File: config.mk
export PLATFORM = sky130hd
export DESIGN_NAME = verlet_particle_edge_bounce
export DESIGN_NICKNAME = d
export VERILOG_FILES = /design/src/vpeb_pkg.sv /design/src/vpeb_cfg_regs.sv /design/src/vpeb_step.sv /design/src/verlet_particle_edge_bounce.sv
export SDC_FILE = /design/constraint.sdc
export NUM_CORES = 2
export LEC_CHECK = 0
export ABC_AREA = 1
export ABC_CLOCK_PERIOD_IN_PS = 32800
export BUFFER_PORTS_ARGS = -buffer_cell sky130_fd_sc_hd__buf_2
export CELL_PAD_IN_SITES_DETAIL_PLACEMENT = 0
export CELL_PAD_IN_SITES_GLOBAL_PLACEMENT = 1
export CORE_MARGIN = 2
export CORE_UTILIZATION = 35
export CTS_CLUSTER_DIAMETER = 100
export CTS_CLUSTER_SIZE = 14
export DETAILED_ROUTE_END_ITERATION = 10
export PLACE_DENSITY = 0.72
export SYNTH_ARGS = -nofsm -noshare
export SYNTH_HDL_FRONTEND = slang
export SYNTH_SLANG_ARGS = --single-unit
export TNS_END_PERCENT = 50
File: constraint.sdc
create_clock -name aclk -period 32.8 [get_ports aclk]
set_input_delay 4.92 -clock aclk [delete_from_list [all_inputs] [get_ports aclk]]
set_output_delay 4.92 -clock aclk [all_outputs]
set_load 0.005 [all_outputs]
File: src/vpeb_pkg.sv
// ----------------------------------------------------------------------------
// vpeb_pkg
// Shared types, constants and fixed-point helpers for the particle block.
// ----------------------------------------------------------------------------
`default_nettype none

package vpeb_pkg;

    localparam int CFG_IDX_W  = 3;
    localparam int CFG_DATA_W = 13;

    // Fixed-point constants (Q16.16 unless noted).
    localparam int GRAVITY_Q16     = 13107;
    localparam int RESTITUTION_Q16 = 39322;   // Q0.16
    localparam int SPEED_SOUND_MIN = 16384;
    localparam int SPEED_PAIN_MIN  = 327680;

    typedef enum logic [CFG_IDX_W-1:0] {
        REG_SCREEN_WIDTH    = 3'd0,
        REG_SCREEN_HEIGHT   = 3'd1,
        REG_PARTICLE_RADIUS = 3'd2,
        REG_RAGDOLL_MODE    = 3'd3,
        REG_SPRITE_KIND     = 3'd4
    } reg_idx_t;

    typedef enum logic [1:0] {
        FN_TICK    = 2'd0,
        FN_PLACE   = 2'd1,
        FN_IMPULSE = 2'd2
    } func_t;

    typedef enum logic [1:0] {
        SND_NONE  = 2'd0,
        SND_PAIN  = 2'd1,
        SND_BOING = 2'd2,
        SND_THUMP = 2'd3
    } sound_t;

    localparam logic [1:0] SPRITE_BALL = 2'd1;
    localparam logic [1:0] SPRITE_WOOD = 2'd2;

    typedef struct packed {
        logic [12:0] screen_width;
        logic [12:0] screen_height;
        logic [9:0]  particle_radius;
        logic        ragdoll_mode;
        logic [1:0]  sprite_kind;
    } cfg_t;

    typedef struct packed {
        logic signed [31:0] cur_x;
        logic signed [31:0] cur_y;
        logic signed [31:0] prev_x;
        logic signed [31:0] prev_y;
    } pstate_t;

    typedef struct packed {
        logic signed [31:0] pos_x;
        logic signed [31:0] pos_y;
        logic [30:0]        hit_speed;
        logic [1:0]         sound_code;
    } result_t;

    // Clamp a wide signed value to the signed 32-bit range.
    function automatic logic signed [31:0] sat32(input logic signed [34:0] v);
        logic signed [31:0] r;
        if (v > 35'sh0_7FFF_FFFF) begin
            r = 32'sh7FFF_FFFF;
        end else if (v < -35'sh0_8000_0000) begin
            r = 32'sh8000_0000;
        end else begin
            r = v[31:0];
        end
        return r;
    endfunction

    // Scale by the restitution, rounding half away from zero. The delta of a
    // step never reaches 2^32 in magnitude, so 32 bits hold it.
    function automatic logic signed [32:0] damp(input logic signed [32:0] d);
        logic [31:0] mag;
        logic [47:0] prod;
        logic [32:0] m;
        logic signed [32:0] r;
        mag  = d[32] ? 32'(-d) : 32'(d);
        prod = 48'(mag) * 48'(RESTITUTION_Q16) + 48'(32768);
        m    = {1'b0, prod[47:16]};
        r    = d[32] ? -$signed(m) : $signed(m);
        return r;
    endfunction

endpackage

`default_nettype wire

File: src/vpeb_cfg_regs.sv
// ----------------------------------------------------------------------------
// vpeb_cfg_regs
// Configuration register file written over the index/data write channel.
// ----------------------------------------------------------------------------
`default_nettype none

module vpeb_cfg_regs (
    input  wire logic                           aclk,
    input  wire logic                           aresetn,
    input  wire logic                           cfg_valid,
    output logic                                cfg_ready,
    input  wire logic [vpeb_pkg::CFG_IDX_W-1:0] cfg_index,
    input  wire logic [vpeb_pkg::CFG_DATA_W-1:0] cfg_data,
    output vpeb_pkg::cfg_t                      cfg
);
    import vpeb_pkg::*;

    cfg_t cfg_reg, cfg_next;

    assign cfg_ready = 1'b1;
    assign cfg       = cfg_reg;

    always_comb begin
        cfg_next = cfg_reg;
        if (cfg_valid) begin
            unique case (cfg_index)
                REG_SCREEN_WIDTH:    cfg_next.screen_width    = cfg_data[12:0];
                REG_SCREEN_HEIGHT:   cfg_next.screen_height   = cfg_data[12:0];
                REG_PARTICLE_RADIUS: cfg_next.particle_radius = cfg_data[9:0];
                REG_RAGDOLL_MODE:    cfg_next.ragdoll_mode    = cfg_data[0];
                REG_SPRITE_KIND:     cfg_next.sprite_kind     = cfg_data[1:0];
                default: ;
            endcase
        end
    end

    always_ff @(posedge aclk) begin
        if (!aresetn) begin
            cfg_reg.screen_width    <= 13'd1024;
            cfg_reg.screen_height   <= 13'd768;
            cfg_reg.particle_radius <= 10'd32;
            cfg_reg.ragdoll_mode    <= 1'b0;
            cfg_reg.sprite_kind     <= 2'd0;
        end else begin
            cfg_reg <= cfg_next;
        end
    end

endmodule

`default_nettype wire

File: src/vpeb_step.sv
// ----------------------------------------------------------------------------
// vpeb_step
// One particle update: Verlet step with gravity, wall clamp and damped
// reflection, hit speed and sound selection, or a place/impulse write.
// ----------------------------------------------------------------------------
`default_nettype none

module vpeb_step (
    input  wire logic [1:0]          func,
    input  wire logic signed [31:0]  vec_x,
    input  wire logic signed [31:0]  vec_y,
    input  wire vpeb_pkg::cfg_t      cfg,
    input  wire vpeb_pkg::pstate_t   st,
    output vpeb_pkg::pstate_t        st_next,
    output vpeb_pkg::result_t        res
);
    import vpeb_pkg::*;

    logic signed [31:0] px, py_v, py, px_c, py_c;
    logic signed [32:0] dx, dy, damp_x, damp_y;
    logic signed [31:0] lo, hix, hiy;
    logic signed [13:0] span_x, span_y;
    logic               xhit, yhit;
    logic [32:0]        abs_x, abs_y, speed;
    logic signed [34:0] adj_x, adj_y;
    logic [1:0]         sound;
    pstate_t            tick_st;

    always_comb begin
        // Verlet step, then gravity on y.
        px   = sat32((35'(st.cur_x) <<< 1) - 35'(st.prev_x));
        py_v = sat32((35'(st.cur_y) <<< 1) - 35'(st.prev_y));
        py   = sat32(35'(py_v) - 35'(GRAVITY_Q16));
        dx   = 33'(px) - 33'(st.cur_x);
        dy   = 33'(py) - 33'(st.cur_y);

        lo     = {6'd0, cfg.particle_radius, 16'd0};
        span_x = $signed({1'b0, cfg.screen_width})  - $signed({4'd0, cfg.particle_radius});
        span_y = $signed({1'b0, cfg.screen_height}) - $signed({4'd0, cfg.particle_radius});
        hix    = {{2{span_x[13]}}, span_x, 16'd0};
        hiy    = {{2{span_y[13]}}, span_y, 16'd0};

        xhit = (px < lo) || (px > hix);
        yhit = (py < lo) || (py > hiy);
        px_c = xhit ? ((px < lo) ? lo : hix) : px;
        py_c = yhit ? ((py < lo) ? lo : hiy) : py;

        damp_x = damp(dx);
        damp_y = damp(dy);

        // A hit on one axis negates the other axis' delta, so a corner hit
        // negates both.
        adj_x = yhit ? -35'(damp_x) : 35'(damp_x);
        adj_y = xhit ? -35'(damp_y) : 35'(damp_y);

        tick_st.cur_x = px_c;
        tick_st.cur_y = py_c;
        if (xhit || yhit) begin
            tick_st.prev_x = sat32(35'(px_c) + adj_x);
            tick_st.prev_y = sat32(35'(py_c) + adj_y);
        end else begin
            tick_st.prev_x = st.cur_x;
            tick_st.prev_y = st.cur_y;
        end

        abs_x = dx[32] ? 33'(-dx) : 33'(dx);
        abs_y = dy[32] ? 33'(-dy) : 33'(dy);
        if (yhit) begin
            speed = abs_y;
        end else if (xhit) begin
            speed = abs_x;
        end else begin
            speed = 33'd0;
        end

        sound = SND_NONE;
        if (speed > 33'(SPEED_SOUND_MIN)) begin
            if (cfg.ragdoll_mode) begin
                if (speed > 33'(SPEED_PAIN_MIN)) begin
                    sound = SND_PAIN;
                end
            end else if (cfg.sprite_kind == SPRITE_BALL) begin
                sound = SND_BOING;
            end else if (cfg.sprite_kind == SPRITE_WOOD) begin
                sound = SND_THUMP;
            end
        end

        st_next        = st;
        res.hit_speed  = 31'd0;
        res.sound_code = SND_NONE;
        case (func)
            FN_TICK: begin
                st_next        = tick_st;
                res.hit_speed  = (speed[32:31] != 2'd0) ? 31'h7FFF_FFFF : speed[30:0];
                res.sound_code = sound;
            end
            FN_PLACE: begin
                st_next.cur_x  = vec_x;
                st_next.cur_y  = vec_y;
                st_next.prev_x = vec_x;
                st_next.prev_y = vec_y;
            end
            FN_IMPULSE: begin
                st_next.prev_x = sat32(35'(st.cur_x) - 35'(vec_x));
                st_next.prev_y = sat32(35'(st.cur_y) - 35'(vec_y));
            end
            default: ;
        endcase
        res.pos_x = st_next.cur_x;
        res.pos_y = st_next.cur_y;
    end

endmodule

`default_nettype wire

File: src/verlet_particle_edge_bounce.sv
// ----------------------------------------------------------------------------
// verlet_particle_edge_bounce
// Single-particle Verlet integrator with damped wall reflection.
// ----------------------------------------------------------------------------
// Takes one beat per clock cycle on the input stream, unless the result
// stream is stalled, and returns exactly one result beat per input beat. An
// accepted beat is held in the input register and moves to the result
// register once that is free or being drained. Each beat passes an input
// register, then one step of combinational update logic that also writes the
// particle state, then the result register; the state feedback through that
// single step is what sets the one-beat-per-cycle rate. Input tuser carries
// the item kind (tick, place, impulse); configuration writes must be made
// while the block is idle.
`default_nettype none

module verlet_particle_edge_bounce (
    input  wire logic         aclk,
    input  wire logic         aresetn,
    // Input stream
    input  wire logic         s_tvalid,
    output logic              s_tready,
    input  wire logic [63:0]  s_tdata,   // vec_x[31:0], vec_y[63:32]
    input  wire logic [1:0]   s_tuser,   // func[1:0]
    // Result stream
    output logic              m_tvalid,
    input  wire logic         m_tready,
    output logic [103:0]      m_tdata,   // pos_x[31:0], pos_y[63:32],
                                         // hit_speed[94:64], sound_code[96:95]
    // Configuration write channel
    input  wire logic         cfg_valid,
    output logic              cfg_ready,
    input  wire logic [vpeb_pkg::CFG_IDX_W-1:0]  cfg_index,
    input  wire logic [vpeb_pkg::CFG_DATA_W-1:0] cfg_data
);
    import vpeb_pkg::*;

    cfg_t    cfg;
    pstate_t st_reg, st_next;
    result_t res_reg, res_next;

    logic               in_vld_reg, in_vld_next;
    logic [1:0]         func_reg;
    logic signed [31:0] vx_reg, vy_reg;
    logic               out_vld_reg, out_vld_next;
    logic               s_acc, fire;

    vpeb_cfg_regs u_cfg (
        .aclk      (aclk),
        .aresetn   (aresetn),
        .cfg_valid (cfg_valid),
        .cfg_ready (cfg_ready),
        .cfg_index (cfg_index),
        .cfg_data  (cfg_data),
        .cfg       (cfg)
    );

    vpeb_step u_step (
        .func    (func_reg),
        .vec_x   (vx_reg),
        .vec_y   (vy_reg),
        .cfg     (cfg),
        .st      (st_reg),
        .st_next (st_next),
        .res     (res_next)
    );

    // The input register advances whenever the result register is free or
    // being drained in the same cycle.
    assign fire     = in_vld_reg && (!out_vld_reg || m_tready);
    assign s_tready = !in_vld_reg || fire;
    assign s_acc    = s_tvalid && s_tready;

    assign in_vld_next  = s_acc ? 1'b1 : (fire ? 1'b0 : in_vld_reg);
    assign out_vld_next = fire ? 1'b1 : (m_tready ? 1'b0 : out_vld_reg);

    always_ff @(posedge aclk) begin
        if (!aresetn) begin
            in_vld_reg  <= 1'b0;
            out_vld_reg <= 1'b0;
            st_reg      <= '0;
        end else begin
            in_vld_reg  <= in_vld_next;
            out_vld_reg <= out_vld_next;
            if (fire) begin
                st_reg <= st_next;
            end
        end
    end

    always_ff @(posedge aclk) begin
        if (s_acc) begin
            func_reg <= s_tuser;
            vx_reg   <= s_tdata[31:0];
            vy_reg   <= s_tdata[63:32];
        end
        if (fire) begin
            res_reg <= res_next;
        end
    end

    assign m_tvalid = out_vld_reg;
    assign m_tdata  = {7'd0, res_reg.sound_code, res_reg.hit_speed,
                       res_reg.pos_y, res_reg.pos_x};

    assert property (@(posedge aclk) !aresetn |=> !m_tvalid && !in_vld_reg)
        else $error("pipeline not empty after reset");

    assert property (@(posedge aclk) disable iff (!aresetn)
        fire |=> m_tvalid)
        else $error("processed beat did not reach the result register");

    assert property (@(posedge aclk) disable iff (!aresetn)
        in_vld_reg && !fire |-> !s_tready)
        else $error("input accepted while the input register is blocked");

    assert property (@(posedge aclk) disable iff (!aresetn)
        m_tvalid && res_reg.hit_speed == 31'd0 |-> res_reg.sound_code == SND_NONE)
        else $error("sound reported without a wall hit");

endmodule

`default_nettype wire
Yosys cells after proc, flatten, opt, wreduce, memory -nomap -nowiden
Index checks and enable logic that the tools add are counted.
Widths: inputs -> output; s select.
{ "word_totals": {"register_bits": 332} }
{ "op_classes": {"add_sub_neg": 19, "multipliers": 2, "magnitude_cmp": 20, "eq_ne": 8, "mux": 40, "reduce_logical": 22} }
{ "op_table": {"columns": ["op", "count"], "rows": [
  ["$mux 32", 20],
  ["$gt 35x32->1 const B", 7],
  ["$lt 35x32->1 const B", 7],
  ["$mux 33", 6],
  ["$pmux 64 s3", 1],
  ["$sub 32x32->33", 4],
  ["$pmux 64 s2", 1],
  ["$add 48x16->48 const B", 2],
  ["$mul 32x15->47 const B", 2],
  ["$add 32x35->35", 2],
  ["$mux 35", 2],
  ["$neg 33->35", 2],
  ["$sub 33x32->34", 2],
  ["$neg 32->33", 2],
  ["$neg 33->33", 2],
  ["$gt 32x30->1", 2],
  ["$lt 32x27->1", 2],
  ["$mux 64", 1],
  ["$gt 33x15->1 const B", 1],
  ["$gt 33x19->1 const B", 1],
  ["$sub 32x15->33 const B", 1],
  ["$mux 31", 1],
  ["$sub 13x10->14", 2],
  ["$reduce_and 2->1", 7],
  ["14 further kinds", 31]
]} }

Depth between registers and ports, before layout
{ "logic_depth": {"depth_word": 23, "depth_mapped": 133, "ltp_nobuf": 127} }

By module
From an unflattened synthesis, not the netlist that was laid out.
{ "hier_totals": {"hier_cells": 8969, "hier_area_um2": 60767.0} }
{ "by_module_without_submodules": {"columns": ["module", "instances", "cells_each", "area_each_um2", "seq_area_each_um2"], "rows": [
  ["vpeb_step", 1, 7707, 48388.9, 0.0],
  ["verlet_particle_edge_bounce", 1, 1023, 10749.1, 7497.2],
  ["vpeb_cfg_regs", 1, 239, 1629.1, 780.7]
]} }

Least setup slack after synthesis
Ideal clock, no wire load.
{ "synth_path": {"path_type": "register -> register", "startpoint": "register st_reg[0] in the netlist's numbering", "endpoint": "register st_reg[28] in the netlist's numbering", "setup_ns": 0.114, "arrival_time_ns": 16.684, "slack_ns": 16.002, "stages_incl_launch_ff": 128, "n_path_buf": 13, "synth_period_minus_slack_ns": 16.798, "cell_sequence": "dfxtp_1 inv_2 fa_1 nand2_1 inv_1 nand2_1 nand2_2 a21oi_2 o21ai_2 nand2_1 nand2_1 xor2_1 nand3_1 nor2_1 nand2_1 nor2_1 nand3_1 nand3_2 [... 92 more ...] nand2_1 nand2_1 nand2_1 nand3_1 nand2_1 a21oi_1 o21ai_0 xor2_1 or3_2 nand3_1 nand2_2 inv_4 buf_4 nand2_1 nand2_1 nand2_1 nand2_1 a21oi_2"} }
{ "synth_via": {"elab_chain_cells": 23} }
{ "synth_lines": {"columns": ["item", "line", "source"], "rows": [
  ["from (decl)", "verlet_particle_edge_bounce.sv:38", "pstate_t st_reg, st_next;"],
  ["from (signal assigned)", "verlet_particle_edge_bounce.sv:85", "st_reg <= st_next;"],
  ["$sub 33x32->34 *", "vpeb_step.sv:32", "py_v = sat32((35'(st.cur_y) <<< 1) - 35'(st.prev_y));"],
  ["$lt 35x32->1", "vpeb_pkg.sv:69", "end else if (v < -35'sh0_8000_0000) begin"],
  ["$mux 32", "vpeb_pkg.sv:69", null],
  ["$mux 32 *", "vpeb_pkg.sv:67", "if (v > 35'sh0_7FFF_FFFF) begin"],
  ["$sub 32x15->33 *", "vpeb_step.sv:33", "py = sat32(35'(py_v) - 35'(GRAVITY_Q16));"],
  ["$lt 35x32->1", "vpeb_pkg.sv:69", null],
  ["$mux 32", "vpeb_pkg.sv:69", null],
  ["$mux 32 *", "vpeb_pkg.sv:67", null],
  ["[... 7 more ...]", null, null],
  ["$neg 33->35", "vpeb_step.sv:54", "adj_y = xhit ? -35'(damp_y) : 35'(damp_y);"],
  ["$mux 35", "vpeb_step.sv:54", null],
  ["$add 32x35->35", "vpeb_step.sv:60", "tick_st.prev_y = sat32(35'(py_c) + adj_y);"],
  ["$lt 35x32->1", "vpeb_pkg.sv:69", null],
  ["$mux 32", "vpeb_pkg.sv:69", null],
  ["$mux 32", "vpeb_pkg.sv:67", null],
  ["$mux 64 *", "vpeb_step.sv:58", "if (xhit || yhit) begin"],
  ["$pmux 64 s3 *", "vpeb_step.sv:92", "case (func)"]
]} }
Every way passes the cells marked *; elsewhere a longest branch is shown, timed or not.
A chain may end at the register's enable or synchronous reset.

Worst setup path after layout
{ "layout_path": {"startpoint": "register st_reg[0] in the netlist's numbering", "endpoint": "register st_reg[11] in the netlist's numbering"} }
Same word-level chain as after synthesis.

==> insert_results.sql <==
INSERT INTO impl_metrics (metric_group, metric, value, unit) VALUES
('status', 'outcome', 'completed', ''),
('drt', 'routed_via_count_divided_by_cell_count', '5.15', ''),
('layout', 'stdcell_count', '11282', ''),
('placement', 'dp.cells', '11217', ''),
('global_routing', 'grt.overflow.total', '0', ''),
('worst_setup_path', 'worst_setup_path_start_kind', 'register', ''),
('floorplanning', 'height_of_the_die', '420', 'microns'),
('clock_tree', 'clkLatencyLatePin', '0.68', 'ns'),
('sta', 'finalCritPeriodShare', '0.638', ''),
('drt', 'drt_wl_total', '225', 'mm'),
('floorplanning', 'core-area', '0.172', 'sq mm'),
('hold_path', 'hp-start', 'u_cfg.cfg[21]', ''),
('drt', 'drt_pass1_iterations', '6', ''),
('clock_tree', 'cts-resized-gates', '0', ''),
('sta', 'final_setup_vio_count', '0', ''),
('placement', 'hpwlAfterDp', '191', 'mm'),
('clock_tree', 'tritoncts', 'done', ''),
('global_routing', 'grt_max_degree', '71', ''),
('global_routing', 'antenna_found_initial', '15', ''),
('worst_setup_path', 'path_common_cell', 'sky130_fd_sc_hd__nand2_1', ''),
('floorplanning', 'rows', '152', ''),
('sta', 'final-hold-violation-count', '0', ''),
('worst_setup_path', 'max_stage_delay_on_crit_path', '0.71', 'ns'),
('clock_tree', 'h-tree-depth', '1', ''),
('flow_run', 'cap_violations', '0', ''),
('sta', 'timing.final.max_slew_violations', '0', ''),
('floorplanning', 'pin_count', '194', ''),
('worst_setup_path', 'critical_path_required', '33.27', 'ns'),
('layout', 'drive_gt1_frac', '0.0828', ''),
('global_routing', 'first_global_vias', '56820', ''),
('floorplanning', 'design.die.area', '0.177', 'sq mm'),
('global_routing', 'grt_pass1_wl', '340', 'mm'),
('worst_setup_path', 'crit_path_top_delay_cell', 'sky130_fd_sc_hd__xor2_1', ''),
('logic_synthesis', 'yosysWarnings', '0', ''),
('layout', 'layout-area-overhead-vs-synth', '6.37', '%'),
('logic_synthesis', 'synth.avg_cell_area', '6.85', 'sq um'),
('worst_setup_path', 'timing.reg2reg.worst_path_depth', '109', ''),
('drt', 'antenna_violating_nets_post_route', '0', ''),
('logic_synthesis', 'synth_sequential_area_ratio', '0.136', ''),
('sta', 'setup_tns', '0', 'ns'),
('worst_setup_path', 'crit_fanout', '58', ''),
('clock_tree', 'cts-root-buf', 'sky130_fd_sc_hd__clkbuf_16', ''),
('worst_setup_path', 'startpoint_of_the_worst_slack_reg_to_reg_timing_path', 'st_reg[0]', ''),
('sta', 'rsz0062_at_grt', 'no', ''),
('floorplanning', 'die_w', '420', 'microns'),
('drt', 'drcViolationCount', '0', ''),
('logic_synthesis', 'synthesis.area', '0.0607', 'sq mm'),
('worst_setup_path', 'timing_worst_setup_path_type', 'reg2reg', ''),
('sta', 'max_slew.worst_pin.slew', '1.17', 'ns'),
('worst_setup_path', 'worst_r2r_setup_slack', '11.88', 'ns'),
('logic_synthesis', 'yosysUniqueCellTypes', '80', ''),
('clock_tree', 'worst_setup_hold_path_clk_slew', '0.07', 'ns'),
('layout', 'largest_register_ffs', '128', ''),
('sta', 'fmax', '0.0478', 'GHz'),
('layout', 'layout.nets', '10137', ''),
('placement', 'place.port_buffers', '185', ''),
('global_routing', 'grt.total_usage', '0.249', ''),
('sta', 'final.min_clock_period', '20.92', 'ns'),
('logic_synthesis', 'yosys_register_bits', '332', ''),
('logic_synthesis', 'synth_cells', '8861', ''),
('drt', 'initialDrtViolationCount', '3923', ''),
('hold_path', 'hold_path_depth', '2', ''),
('clock_tree', 'cts_hold_repair.buffers', '0', ''),
('hold_path', 'timing.hold.worst.class', 'reg2reg', ''),
('placement', 'gp_congestion', '0.976', ''),
('floorplanning', 'initial_core_util', '0.353', ''),
('drt', 'vias', '58071', ''),
('hold_path', 'holdPathEnd', 'u_cfg.cfg[21]', ''),
('sta', 'slew_headroom', '0.218', ''),
('drt', 'detail_route.wl_per_cell', '20.0', 'microns'),
('clock_tree', 'cts_made_buffers', '30', ''),
('worst_setup_path', 'crit_path_end_kind', 'register', ''),
('clock_tree', 'cts_max_path_buffers', '3', ''),
('sta', 'fin_hold_ws', '0.463', 'ns'),
('worst_setup_path', 'cp_data_arrival_time', '21.39', 'ns'),
('clock_tree', 'cts_post_setup_buffers_inserted', '0', ''),
('worst_setup_path', 'regToRegEndpoint', 'st_reg[11]', ''),
('sta', 'finClkSkew', '0.0683', 'ns'),
('clock_tree', 'cts_num_sinks', '332', '');
[metal layers]
metal  vias up  global-route usage  share of wire
li1      28633                   -              -
met1     27757               0.325           0.44
met2      1398               0.436           0.48
met3       277              0.0181          0.040
met4         6              0.0762          0.036
met5         -                   0        0.00020
[kinds of logic after synthesis]
family / synth area share
AND/OR/NAND/NOR: 0.264
other: 0.000124
buffers and inverters: 0.126
AO/OA/AOI/OAI: 0.138
adder cells (fa/ha/maj): 0.271
flip-flops: 0.136
XOR/XNOR: 0.0655
[worst max path at each step]
stage / from / to / slack [ns] / depth (start not counted)
floorplan: st_reg[0] / st_reg[28] / 16.00 / 127
global placement: st_reg[0] / st_reg[17] / 12.24 / 107
detailed placement: st_reg[0] / st_reg[20] / 12.23 / 108
CTS: st_reg[0] / st_reg[0] / 12.10 / 108
global route: st_reg[0] / st_reg[9] / 10.07 / 106
finish: st_reg[0] / st_reg[11] / 11.88 / 109
[per-stage QoR]
step                      cell area, sq um  setup WS [ns]   util
after global routing                 64500          10.07  0.375
after detailed placement             63600          12.23  0.370
after CTS                            64500          12.10  0.375
after global placement               63600          12.24  0.370
final                                64600          11.88  0.375
after floorplan                      60700          16.00      -
[worst max-delay path, delay by kind of cell, from the launching register on]
family / cells / cell delay (ns)
simple gates: 55 / 7.29
compound gates: 25 / 5.60
fa+ha+maj: 11 / 4.37
xor+xnor: 4 / 1.55
buf+inv: 14 / 1.42
flops: 1 / 0.45
[synth_stat cells, drive strengths merged]
master          n  area share
a2111oi        13      0.0019
a211o           1     0.00014
a211oi         23      0.0028
a21boi         21      0.0027
a21o           28      0.0035
a21oi         694       0.061
a221oi          3     0.00043
a31o            5     0.00072
a31oi          56      0.0058
and2            1     0.00012
and3            3     0.00035
buf            77      0.0099
bufbuf          1     0.00031
clkbuf        122       0.012
clkinv          8     0.00049
conb            2     0.00012
dfxtp         169       0.056
dlygate4sd1     1     0.00014
dlygate4sd3     4     0.00066
edfxtp        163       0.081
fa            338        0.11
ha            773        0.16
inv          1643        0.10
nand2        2244        0.15
nand3         448       0.043
nand3b         35      0.0043
nand4         103       0.011
nor2          694       0.046
nor3           84      0.0072
nor3b           3     0.00045
nor4           21      0.0022
o2111ai        17      0.0025
o211ai         60      0.0074
o21a           16      0.0020
o21ai         439       0.037
o21bai         22      0.0028
o221a          20      0.0037
o221ai          9      0.0013
o311ai          1     0.00014
o31ai          11      0.0014
o41ai           3     0.00043
or2            33      0.0035
or3             4     0.00043
xnor2         135       0.020
xor2          310       0.046
[cell usage in the layout, fill, tap and decap left out, drive strengths merged, types with 13 or more instances in the layout]
| cell | count |
|---|---|
| a21boi | 21 |
| a21o | 28 |
| ha | 773 |
| fa | 338 |
| o21a | 16 |
| dfxtp | 169 |
| a2111oi | 13 |
| buf | 245 |
| xnor2 | 135 |
| nor2 | 694 |
| inv | 1644 |
| o21bai | 22 |
| a21oi | 694 |
| o221a | 20 |
| or2 | 33 |
| a211oi | 23 |
| nand2 | 2244 |
| clkbuf | 48 |
| clkinv | 14 |
| o211ai | 60 |
| xor2 | 310 |
| nand3b | 35 |
| nand3 | 448 |
| o2111ai | 17 |
| nand4 | 103 |
| o21ai | 439 |
| nor4 | 21 |
| edfxtp | 163 |
| nor3 | 84 |
| a31oi | 56 |
[layout make-up]
cell class                      instances  area, sq um
Multi-Input combinational cell       6679        44900
Fill cell                           18802       107000
Tap cell                             2310         2890
Sequential cell                       332         8280
Timing Repair Buffer                  245         1380
Clock inverter                          8          104
Antenna cell                            9         22.5
Clock buffer                           48          818
Inverter                             1651         6210
Power is left out: the tool's default activity adds up to more than one toggle a clock period on the data nets, which glitch-free logic cannot reach.
